**config.mk**
```make
export PLATFORM = sky130hd
export DESIGN_NAME = positional_list_engine
export DESIGN_NICKNAME = d
export VERILOG_FILES = /design/src/design/ple_pkg.sv /design/src/design/ple_cell.sv /design/src/design/ple_locate.sv /design/src/design/positional_list_engine.sv
export VERILOG_INCLUDE_DIRS = /design/src /design/src/design
export SDC_FILE = /design/constraint.sdc
export NUM_CORES = 2
export LEC_CHECK = 0
export BUFFER_PORTS_ARGS = -buffer_cell sky130_fd_sc_hd__buf_2
export CAP_MARGIN = 20
export CORE_MARGIN = 2
export CORE_UTILIZATION = 38
export CTS_CLUSTER_DIAMETER = 40
export DETAILED_ROUTE_END_ITERATION = 6
export PLACE_DENSITY = 0.59
export SYNTH_ARGS = -nofsm -noshare
export SYNTH_HDL_FRONTEND = slang
export SYNTH_SLANG_ARGS = --single-unit
```
**constraint.sdc**
```tcl
create_clock -name clk -period 8.2 [get_ports clk]
set_clock_uncertainty 0.2 [all_clocks]
set_input_delay 1.64 -clock clk [delete_from_list [all_inputs] [get_ports clk]]
set_output_delay 1.64 -clock clk [all_outputs]
set_load 0.05 [all_outputs]
```
**src/design/positional_list_engine_defines.svh**
```systemverilog
// Assertion macros for the positional list engine.
`ifndef POSITIONAL_LIST_ENGINE_DEFINES_SVH
`define POSITIONAL_LIST_ENGINE_DEFINES_SVH

`ifndef SYNTHESIS
`define PLE_ASSERT_NOW(label, ante, cons) \
    label: assert property (@(posedge clk) disable iff (!rst_n) (ante) |-> (cons)) \
        else $error("positional_list_engine: same-cycle check failed");
`define PLE_ASSERT_NEXT(label, ante, cons) \
    label: assert property (@(posedge clk) disable iff (!rst_n) (ante) |=> (cons)) \
        else $error("positional_list_engine: next-cycle check failed");
`else
`define PLE_ASSERT_NOW(label, ante, cons)
`define PLE_ASSERT_NEXT(label, ante, cons)
`endif

`endif

```
**src/design/ple_pkg.sv**
```systemverilog
package ple_pkg;

    localparam int DEPTH_DEFAULT = 16;
    localparam int VAL_W         = 32;
    localparam int POS_W         = 5;
    localparam int FIDX_W        = 4;
    localparam int CNT_W         = 5;

    typedef enum logic [2:0] {
        OP_INS_FRONT = 3'd0,
        OP_INS_REAR  = 3'd1,
        OP_INS_AT    = 3'd2,
        OP_DEL_FRONT = 3'd3,
        OP_DEL_REAR  = 3'd4,
        OP_DEL_AT    = 3'd5,
        OP_SEARCH    = 3'd6,
        OP_COUNT     = 3'd7
    } op_e;

    typedef enum logic [2:0] {
        ST_OK        = 3'd0,
        ST_EMPTY     = 3'd1,
        ST_BADPOS    = 3'd2,
        ST_FULL      = 3'd3,
        ST_NOT_FOUND = 3'd4
    } status_e;

    typedef struct packed {
        op_e                     op;
        logic [POS_W-1:0]        position;
        logic signed [VAL_W-1:0] value;
    } ple_req_t;

    typedef struct packed {
        logic [2:0]        status;
        logic [FIDX_W-1:0] found_index;
        logic [CNT_W-1:0]  entry_count;
    } ple_rsp_t;

    typedef struct packed {
        logic ins;
        logic del;
    } ple_cmd_t;

endpackage

```
**src/design/ple_cell.sv**
```systemverilog
module ple_cell
    import ple_pkg::*;
#(
    parameter int DEPTH = DEPTH_DEFAULT,
    parameter int INDEX = 0,
    localparam int CW = $clog2(DEPTH + 1)
) (
    input  logic                    clk,
    input  ple_cmd_t                cmd,
    input  logic [CW-1:0]           pos,
    input  logic [CW-1:0]           count,
    input  logic signed [VAL_W-1:0] key,
    input  logic signed [VAL_W-1:0] left,
    input  logic signed [VAL_W-1:0] right,
    output logic signed [VAL_W-1:0] value,
    output logic                    match
);

    localparam logic [CW-1:0] IDX = CW'(INDEX);

    logic signed [VAL_W-1:0] value_reg;
    logic signed [VAL_W-1:0] value_next;

    always_comb
    begin
        value_next = value_reg;
        if (cmd.ins)
        begin
            if (IDX > pos)
                value_next = left;
            else if (IDX == pos)
                value_next = key;
        end
        else if (cmd.del)
        begin
            if (IDX >= pos)
                value_next = right;
        end
    end

    always_ff @(posedge clk)
    begin
        value_reg <= value_next;
    end

    assign value = value_reg;
    assign match = (value_reg == key) && (IDX < count);

endmodule

```
**src/design/ple_locate.sv**
```systemverilog
module ple_locate
    import ple_pkg::*;
#(
    parameter int DEPTH = DEPTH_DEFAULT,
    localparam int IW = $clog2(DEPTH)
) (
    input  logic [DEPTH-1:0] match,
    output logic             hit,
    output logic [IW-1:0]    index
);

    always_comb
    begin
        index = '0;
        for (int i = DEPTH - 1; i >= 0; i--)
        begin
            if (match[i])
                index = IW'(i);
        end
    end

    assign hit = |match;

endmodule

```
**src/design/positional_list_engine.sv**
```systemverilog
// The result item is registered at the edge that accepts the request.
// Throughput: one request per cycle while req_stall is low; all entry cells shift and compare in parallel.
// req_stall is high only while a registered result is held by rsp_stall.
// Reset (rst_n low, asynchronous) empties the list and drops any pending result;
// entry cells are not cleared and are read only below the entry count.
`include "positional_list_engine_defines.svh"

module positional_list_engine
    import ple_pkg::*;
#(
    parameter int DEPTH = DEPTH_DEFAULT
) (
    input  logic     clk,
    input  logic     rst_n,
    input  logic     req_valid,
    output logic     req_stall,
    input  ple_req_t req,
    output logic     rsp_valid,
    input  logic     rsp_stall,
    output ple_rsp_t rsp
);

    localparam int CW = $clog2(DEPTH + 1);
    localparam int IW = $clog2(DEPTH);
    localparam int EW = (CW > POS_W) ? CW : POS_W;
    localparam logic [CW-1:0] FULL_CNT = CW'(DEPTH);

    logic [CW-1:0] count_reg;
    logic [CW-1:0] count_next;
    logic          rsp_valid_reg;
    logic          rsp_valid_next;
    ple_rsp_t      rsp_reg;
    ple_rsp_t      rsp_next;

    logic          accept;
    ple_cmd_t      cmd;
    logic [CW-1:0] at_pos;
    status_e       status;
    logic [EW-1:0] pos_ext;
    logic [EW-1:0] cnt_ext;
    logic          empty;
    logic          full;

    logic signed [VAL_W-1:0] cell_val [DEPTH];
    logic [DEPTH-1:0]        match;
    logic                    hit;
    logic [IW-1:0]           hit_index;

    assign req_stall = rsp_valid_reg & rsp_stall;
    assign accept    = req_valid & ~req_stall;

    assign pos_ext = EW'(req.position);
    assign cnt_ext = EW'(count_reg);
    assign empty   = (count_reg == '0);
    assign full    = (count_reg == FULL_CNT);

    always_comb
    begin
        cmd        = '0;
        at_pos     = '0;
        status     = ST_OK;
        count_next = count_reg;
        case (req.op)
            OP_INS_FRONT, OP_INS_REAR, OP_INS_AT:
            begin
                if (req.op == OP_INS_REAR)
                    at_pos = count_reg;
                else if (req.op == OP_INS_AT)
                    at_pos = CW'(req.position);
                if (req.op == OP_INS_AT && pos_ext > cnt_ext)
                    status = ST_BADPOS;
                else if (full)
                    status = ST_FULL;
                else
                begin
                    cmd.ins    = accept;
                    count_next = count_reg + CW'(1);
                end
            end
            OP_DEL_FRONT, OP_DEL_REAR, OP_DEL_AT:
            begin
                if (req.op == OP_DEL_REAR)
                    at_pos = count_reg - CW'(1);
                else if (req.op == OP_DEL_AT)
                    at_pos = CW'(req.position);
                if (empty)
                    status = ST_EMPTY;
                else if (req.op == OP_DEL_AT && pos_ext >= cnt_ext)
                    status = ST_BADPOS;
                else
                begin
                    cmd.del    = accept;
                    count_next = count_reg - CW'(1);
                end
            end
            OP_SEARCH:
            begin
                status = hit ? ST_OK : ST_NOT_FOUND;
            end
            default:
            begin
                status = ST_OK;
            end
        endcase
    end

    always_comb
    begin
        rsp_next.status      = status;
        rsp_next.found_index = (req.op == OP_SEARCH && hit) ? FIDX_W'(hit_index) : '0;
        rsp_next.entry_count = CNT_W'(count_next);
        if (accept)
            rsp_valid_next = 1'b1;
        else if (!rsp_stall)
            rsp_valid_next = 1'b0;
        else
            rsp_valid_next = rsp_valid_reg;
    end

    for (genvar g = 0; g < DEPTH; g++)
    begin : g_cell
        logic signed [VAL_W-1:0] left_val;
        logic signed [VAL_W-1:0] right_val;

        if (g == 0)
        begin : g_first
            assign left_val = req.value;
        end
        else
        begin : g_mid_l
            assign left_val = cell_val[g-1];
        end

        if (g == DEPTH - 1)
        begin : g_last
            assign right_val = cell_val[g];
        end
        else
        begin : g_mid_r
            assign right_val = cell_val[g+1];
        end

        ple_cell #(
            .DEPTH (DEPTH),
            .INDEX (g)
        ) u_cell (
            .clk   (clk),
            .cmd   (cmd),
            .pos   (at_pos),
            .count (count_reg),
            .key   (req.value),
            .left  (left_val),
            .right (right_val),
            .value (cell_val[g]),
            .match (match[g])
        );
    end

    ple_locate #(
        .DEPTH (DEPTH)
    ) u_locate (
        .match (match),
        .hit   (hit),
        .index (hit_index)
    );

    always_ff @(posedge clk or negedge rst_n)
    begin
        if (!rst_n)
        begin
            count_reg     <= '0;
            rsp_valid_reg <= 1'b0;
        end
        else
        begin
            rsp_valid_reg <= rsp_valid_next;
            if (accept)
                count_reg <= count_next;
        end
    end

    always_ff @(posedge clk)
    begin
        if (accept)
            rsp_reg <= rsp_next;
    end

    assign rsp_valid = rsp_valid_reg;
    assign rsp       = rsp_reg;

    `PLE_ASSERT_NOW(a_count_bound, 1'b1, count_reg <= FULL_CNT)
    `PLE_ASSERT_NEXT(a_ins_grows, cmd.ins, count_reg == $past(count_reg) + CW'(1))
    `PLE_ASSERT_NEXT(a_del_shrinks, cmd.del, count_reg == $past(count_reg) - CW'(1))
    `PLE_ASSERT_NOW(a_hit_in_list, accept && req.op == OP_SEARCH && hit,
        CW'(hit_index) < count_reg)
    `PLE_ASSERT_NOW(a_full_only_at_depth, accept && status == ST_FULL, full)

endmodule
```
# --- Word-level counts from Yosys, hierarchy flattened ---
# Cells that the tools add are included.
word_totals:
  register_bits: 530
  input_bits: 44
  out_inout_bits: 14
classes:
  n_reduce_logical: 62
  add_sub_neg: 2
  eq_ne: 54
  n_mux: 116
  n_lt_le_gt_ge: 49
  bitwise_logic: 4
ops:
  columns: ["operator", "n"]
  rows:
  - ["32-bit two-way mux", 77]
  - ["32-bit equality test", 16]
  - ["3-bit by 1-bit inequality test with 1-bit output, second input constant", 15]
  - ["3-bit AND reduction", 15]
  - ["4-bit by 5-bit equality test with 1-bit output, first input constant", 8]
  - ["4-bit by 5-bit > comparator with 1-bit output, first input constant", 8]
  - ["4-bit by 5-bit less-than comparator with 1-bit output, first input constant", 8]
  - ["5-bit two-way mux", 8]
  - ["4-bit by 5-bit greater-or-equal comparator with 1-bit output, first input constant", 7]
  - ["2-bit nonzero test", 17]
  - ["4-bit two-way mux", 8]
  - ["3-bit by 5-bit equality test with 1-bit output, first input constant", 4]
  - ["3-bit by 5-bit greater-or-equal comparator with 1-bit output, first input constant", 4]
  - ["3-bit by 5-bit > comparator with 1-bit output, first input constant", 4]
  - ["3-bit by 5-bit less-than comparator with 1-bit output, first input constant", 4]
  - ["5-bit one-hot mux with 2 select lines", 2]
  - ["1-bit logical AND", 19]
  - ["3-bit two-way mux", 6]
  - ["16-bit OR reduction", 1]
  - ["2-bit by 5-bit equality test with 1-bit output, first input constant", 2]
  - ["1-bit by 5-bit greater-or-equal comparator with 1-bit output, first input constant", 2]
  - ["2-bit by 5-bit greater-or-equal comparator with 1-bit output, first input constant", 2]
  - ["1-bit by 5-bit > comparator with 1-bit output, first input constant", 2]
  - ["2-bit by 5-bit > comparator with 1-bit output, first input constant", 2]
  - ["24 further kinds", 46]

# --- Logic depth before layout (Yosys ltp) ---
logic_depth:
  depth_word: 17
  mapped_depth: 15
  depth_no_buf: 11

# --- By module ---
# Synthesis repeated with hierarchy kept, for this count alone.
unflattened:
  cells_unflattened: 3157
  area_unflattened_um2: 33826.2
by_module_without_submodules:
  columns: ["module", "cells_each", "instances", "area_per_inst_um2"]
  rows:
  - ["ple_cell at g_cell[10].u_cell", 188, 1, 2062.0]
  - ["ple_cell at g_cell[13].u_cell", 186, 1, 2044.5]
  - ["ple_cell at g_cell[12].u_cell", 187, 1, 2035.7]
  - ["ple_cell at g_cell[8].u_cell", 186, 1, 2029.4]
  - ["ple_cell at g_cell[1].u_cell", 187, 1, 2028.2]
  - ["ple_cell at g_cell[14].u_cell", 185, 1, 2026.9]
  - ["ple_cell at g_cell[6].u_cell", 186, 1, 2024.4]
  - ["ple_cell at g_cell[4].u_cell", 187, 1, 2020.7]
  - ["ple_cell at g_cell[15].u_cell", 185, 1, 2019.4]
  - ["ple_cell at g_cell[5].u_cell", 187, 1, 2018.2]
  - ["ple_cell at g_cell[11].u_cell", 186, 1, 2016.9]
  - ["ple_cell at g_cell[2].u_cell", 186, 1, 2014.4]
  - ["ple_cell at g_cell[3].u_cell", 185, 1, 2013.2]
  - ["ple_cell at g_cell[9].u_cell", 225, 1, 2011.9]
  - ["+4 rows", null, null, null]

# --- Worst setup path before layout ---
# Ideal clock, no wire load.
synth_timing:
  path_kind: "input port to flip-flop"
  from: "in req[35] in the netlist's numbering"
  to: "reg g_cell[3].u_cell.value_reg[0], enable pin"
  slack_ns: 1.910
  arrival_ns: 5.630
  required_time_ns: 7.539
  setup_time_ns: 0.461
  n_path_buf: 0
  cell_stages: 10
  path_cell_list: "ha_1 a21o_1 a21oi_1 a211oi_2 a21o_1 mux2_2 o22a_1 nor2_1 nand2_1 nor3_1"
synth_via:
  elab_chain_cells: 7
  word_cells_on_any_way: 21
  classes_between: "order compare: 4; eq/ne: 2; mux: 10; reduce/logical: 5"
synth_lines:
  columns: ["item", "line_no", "source"]
  rows:
  - ["start: declaration", "positional_list_engine.sv:17", "input ple_req_t req,"]
  - ["branches (longest 6 deep; another with 2-bit by 5-bit > comparator with 1-bit output)", null, null]
  - ["3-bit AND reduction (no line) (*)", null, null]
  - ["end signal: assignment", "ple_cell.sv:43", "value_reg <= value_next;"]
  - ["end: declaration", "ple_cell.sv:21", "logic signed [VAL_W-1:0] value_reg;"]
# Mark *: on every way between the ends.
# A chain may end at the register's enable or synchronous reset.

# --- Final worst setup path ---
layout_timing:
  from: "in req[35] in the netlist's numbering"
  to: "reg g_cell[8].u_cell.value_reg[25], data pin"
layout_via:
  elab_chain_cells: 6
  word_cells_on_any_way: 12
  classes_between: "order compare: 2; mux: 9; reduce/logical: 1"
layout_lines:
  columns: ["item", "line_no", "source"]
  rows:
  - ["5-bit two-way mux, on equally long branches", "positional_list_engine.sv:84, positional_list_engine.sv:68", null]
  - ["5-bit two-way mux, on equally long branches", "positional_list_engine.sv:82, positional_list_engine.sv:66", null]
  - ["5-bit one-hot mux with 2 select lines", "positional_list_engine.sv:63", "case (req.op)"]
  - ["4-bit by 5-bit > comparator with 1-bit output", "ple_cell.sv:29", "if (IDX > pos)"]
  - ["32-bit two-way mux", "ple_cell.sv:29", null]
  - ["32-bit two-way mux (*)", "ple_cell.sv:27", "if (cmd.ins)"]
  - ["via g_cell[8].u_cell.value_next[25]", "ple_cell.sv:22", "logic signed [VAL_W-1:0] value_next;"]
  - ["end signal: assignment", "ple_cell.sv:43", null]
  - ["end: declaration", "ple_cell.sv:21", null]
# Mark *: on every way through the listed nets, which the timed path passes. The rest lies on a longest branch.

==> results.yml <==
outcome:
  status: "finished, final reports clean"
setup_path:
  crit_fanout: 217
  startpoint_type: "primary input"
  path_buf_inv: 2
  reg2reg_depth: 10
  cp-startpoint: "req[35]"
  cp.depth: 10
  endpoint_kind: "register"
  critPathCapture: "g_cell[8].u_cell.value[25]"
  r2r_slack_ns: 3.31
  cp.required_ns: 8.33
  worstReg2RegEnd: "g_cell[8].u_cell.value[25]"
  cp_top_family: "simple AND/OR/NAND/NOR gates"
  path_cells: "buf_2, ha_1, a21o_1, a21oi_1, a211oi_2, a21o_1, nor2b_1, and2_4, buf_12, a21oi_1"
  worst-setup-path-type: "in2reg"
  crit_path_max_incr_delay_ns: 0.68
  critPathSlowestCell: "buf_12"
  arrival_ns: 5.03
  rr_startpoint: "cnt_ext[4]"
global_routing:
  antenna_found_initial: 1
  grt_pass1_wl_mm: 160
  grt_start_max_net_pins: 218
  grt_pass1_vias: 23400
  track_usage_pct: 23.6
  gr-total-overflow: 0
placement:
  place_congestion: 0.905
  place_hpwl_mm: 77.2
  dpl_cell_area_sq_um: 34400
  place_ws_ns: 2.68
  dp.cells: 4118
  placement.io_buffers: 57
clock_network:
  cts_hold_buf: 0
  worstSkewPairLatency_ns: 0.67
  cts_resized: 0
  cts-root-buf: "clkbuf_16"
  clk_pin_slew_ns: 0.05
  htree_num_levels: 3
  post_cts_buffers: 0
  cts_tree: "done"
  clock_path_buffers: 3
  cts_num_sinks: 530
  cts_made_buffers: 101
yosys:
  synth_top_area_share_pct: 47.1
  ys_types: 64
  synthCells: 3132
  ys_seq_area_share_pct: 47.5
  ys_top_cells_by_area: "edfxtp_1 47%, mux2i_1 13%, xor2_1 7.0%"
  ys_warn_count: 0
  ys_ff_latch: 530
  ys.flop_type: "edfxtp_1"
  synth-async-reset-ratio_pct: 1.13
  synth_nets: 3184
  avgSynthCellArea_sq_um: 10.7
  synth_edf_count: 524
  synth_area_sq_um: 33400
  synth_area_leader_cell: "edfxtp_1"
timing:
  finalSetupViolCount: 0
  hold_violations: 0
  fin_tns_setup_ns: 0
  slew_headroom_pct: 25.7
  finalCritPeriodShare_pct: 59.8
  rsz0062_at_grt: "no"
  fin_ws_ns: 3.30
  finalMaxSlewViolations: 0
  period_needed_ns: 4.90
  tightestPinTransition_ns: 1.11
  clock.fmax_ghz: 0.204
final_layout:
  area_growth_pct: 13.4
  final_cells: 4310
  final_area_sq_um: 37900
  drive_gt1_share_pct: 12.7
  nets: 3123
  largest_reg_flops: 512
  num_antenna_cells: 0
  fillers: 8299
detailed_routing:
  drt_pass1_iterations: 5
  drc_errors: 0
  vias: 24500
  ant_nets: 0
  first_iter_violations: 2796
  wl_mm: 109
  vias_per_cell: 5.69
  wire_per_inst_um: 25.3
die:
  coreArea_sq_um: 86900
  die_area_sq_um: 90300
  io_pins: 58
  die_h_um: 301
  rows: 108
  die_w_um: 301
  start_util_pct: 38.5
min_path:
  hold_class: "reg2reg"
power:
  total_power_uw: 9900
  leakagePower_uw: 0.0132
  vdd_drop_max_mv: 0.169
  powerDensity_nw_per_um2: 261
flow_run:
  cap_violations: 0
cell type report:
type,instances,area [sq um],share of cell area (%)
multi-input combinational,2297,16200,42.6
sequential,530,15900,41.9
clock buffer,110,2560,6.76
tap,1155,1450,3.81
timing repair buffer,126,916,2.42
clock inverter,77,875,2.31
inverter,15,56.3,0.149
how the worst min path moves through the flow:
stage	startpoint	to	cells past startpoint
final	rsp_valid	rsp_valid	2
after global routing	rsp_valid	rsp_valid	2
after CTS	rsp_valid	rsp_valid	2
after detailed placement	rsp_valid	rsp_valid	2
after global placement	rsp_valid	rsp_valid	2
after floorplan	g_cell[15].u_cell.value[31]	g_cell[14].u_cell.value[31]	2
synthesized netlist by cell type, types with 2 or more instances:
library cell  count
o21ai_2           8
a211oi_1          2
nand2_8           4
nand3_1          18
nor4_1           77
nand2_2           2
edfxtp_1        524
buf_6            25
o21ai_1           5
nor3_4            2
nor2_2            2
buf_4             6
dfrtp_1           6
a311o_1           2
nor3b_1           2
nor2b_1           5
a21oi_1         465
o21ai_0           9
nand2_1          25
buf_2           115
mux2i_1         449
and3_1            6
o22a_1            2
nor3_1           20
nand2b_1          7
nand4_1          73
xor2_1          268
and2_1            2
a22oi_1           4
nor2_1          481
clkbuf_1        142
or2_2             3
a31oi_1           2
inv_1            14
ha_1              8
o21bai_1          2
xnor2_1         247
buf_1             2
mux2_2           67
a21o_1            2
a221oi_1          4
power by group:
part           total, uW  internal, uW  switching, uW
clock               4190          2650           1530
combinational       2120           804           1320
sequential          3590          3310            285
layout by cell type, fill, tap and decap left out, types with 8 or more instances in the layout:
| master | instances |
|---|---|
| a21oi_1 | 465 |
| buf_12 | 9 |
| buf_2 | 57 |
| buf_4 | 60 |
| bufinv_16 | 12 |
| clkbuf_1 | 9 |
| clkbuf_16 | 101 |
| clkinv_1 | 12 |
| clkinv_2 | 23 |
| clkinvlp_4 | 13 |
| edfxtp_1 | 524 |
| ha_1 | 8 |
| inv_1 | 14 |
| mux2_2 | 67 |
| mux2i_1 | 449 |
| nand2_1 | 25 |
| nand3_1 | 18 |
| nand4_1 | 73 |
| nor2_1 | 469 |
| nor2_2 | 8 |
| nor3_1 | 19 |
| nor4_1 | 77 |
| o21ai_0 | 9 |
| xnor2_1 | 247 |
| xor2_1 | 268 |
worst reg2reg max path, stage by stage, from the launching register on:
cell and delay, ns:
dfrtp_1 0.78, inv_1 0.34, ha_1 0.38, and3_1 0.19, o21ai_0 0.12, a211oi_2 0.14, a21o_1 0.21, nor2b_1 0.53
and2_4 0.66, buf_12 0.69, a21oi_1 0.33
metrics by stage:
step,utilization [%],hold slack (ns)
after floorplan,-,0.390
after global placement,39.6,0.311
after detailed placement,39.6,0.323
after CTS,43.5,0.337
after global routing,43.6,0.374
final,43.6,0.328
metal layers:
layer | track usage, % | routed length [um]
met4 | 6.22 | 2580
met2 | 35.8 | 48300
met5 | 0 | 13
met3 | 3.80 | 9190
met1 | 34.9 | 49100
cells by family after synthesis:
group	synth area share (%)
XOR/XNOR	13.5
adder cells (fa/ha/maj)	0.300
AND/OR/NAND/NOR	10.1
buffers and inverters	4.49
multiplexers	15.7
AO/OA/AOI/OAI	8.37
flip-flops	47.5
No activity file was read; power rests on OpenSTA's default activity.
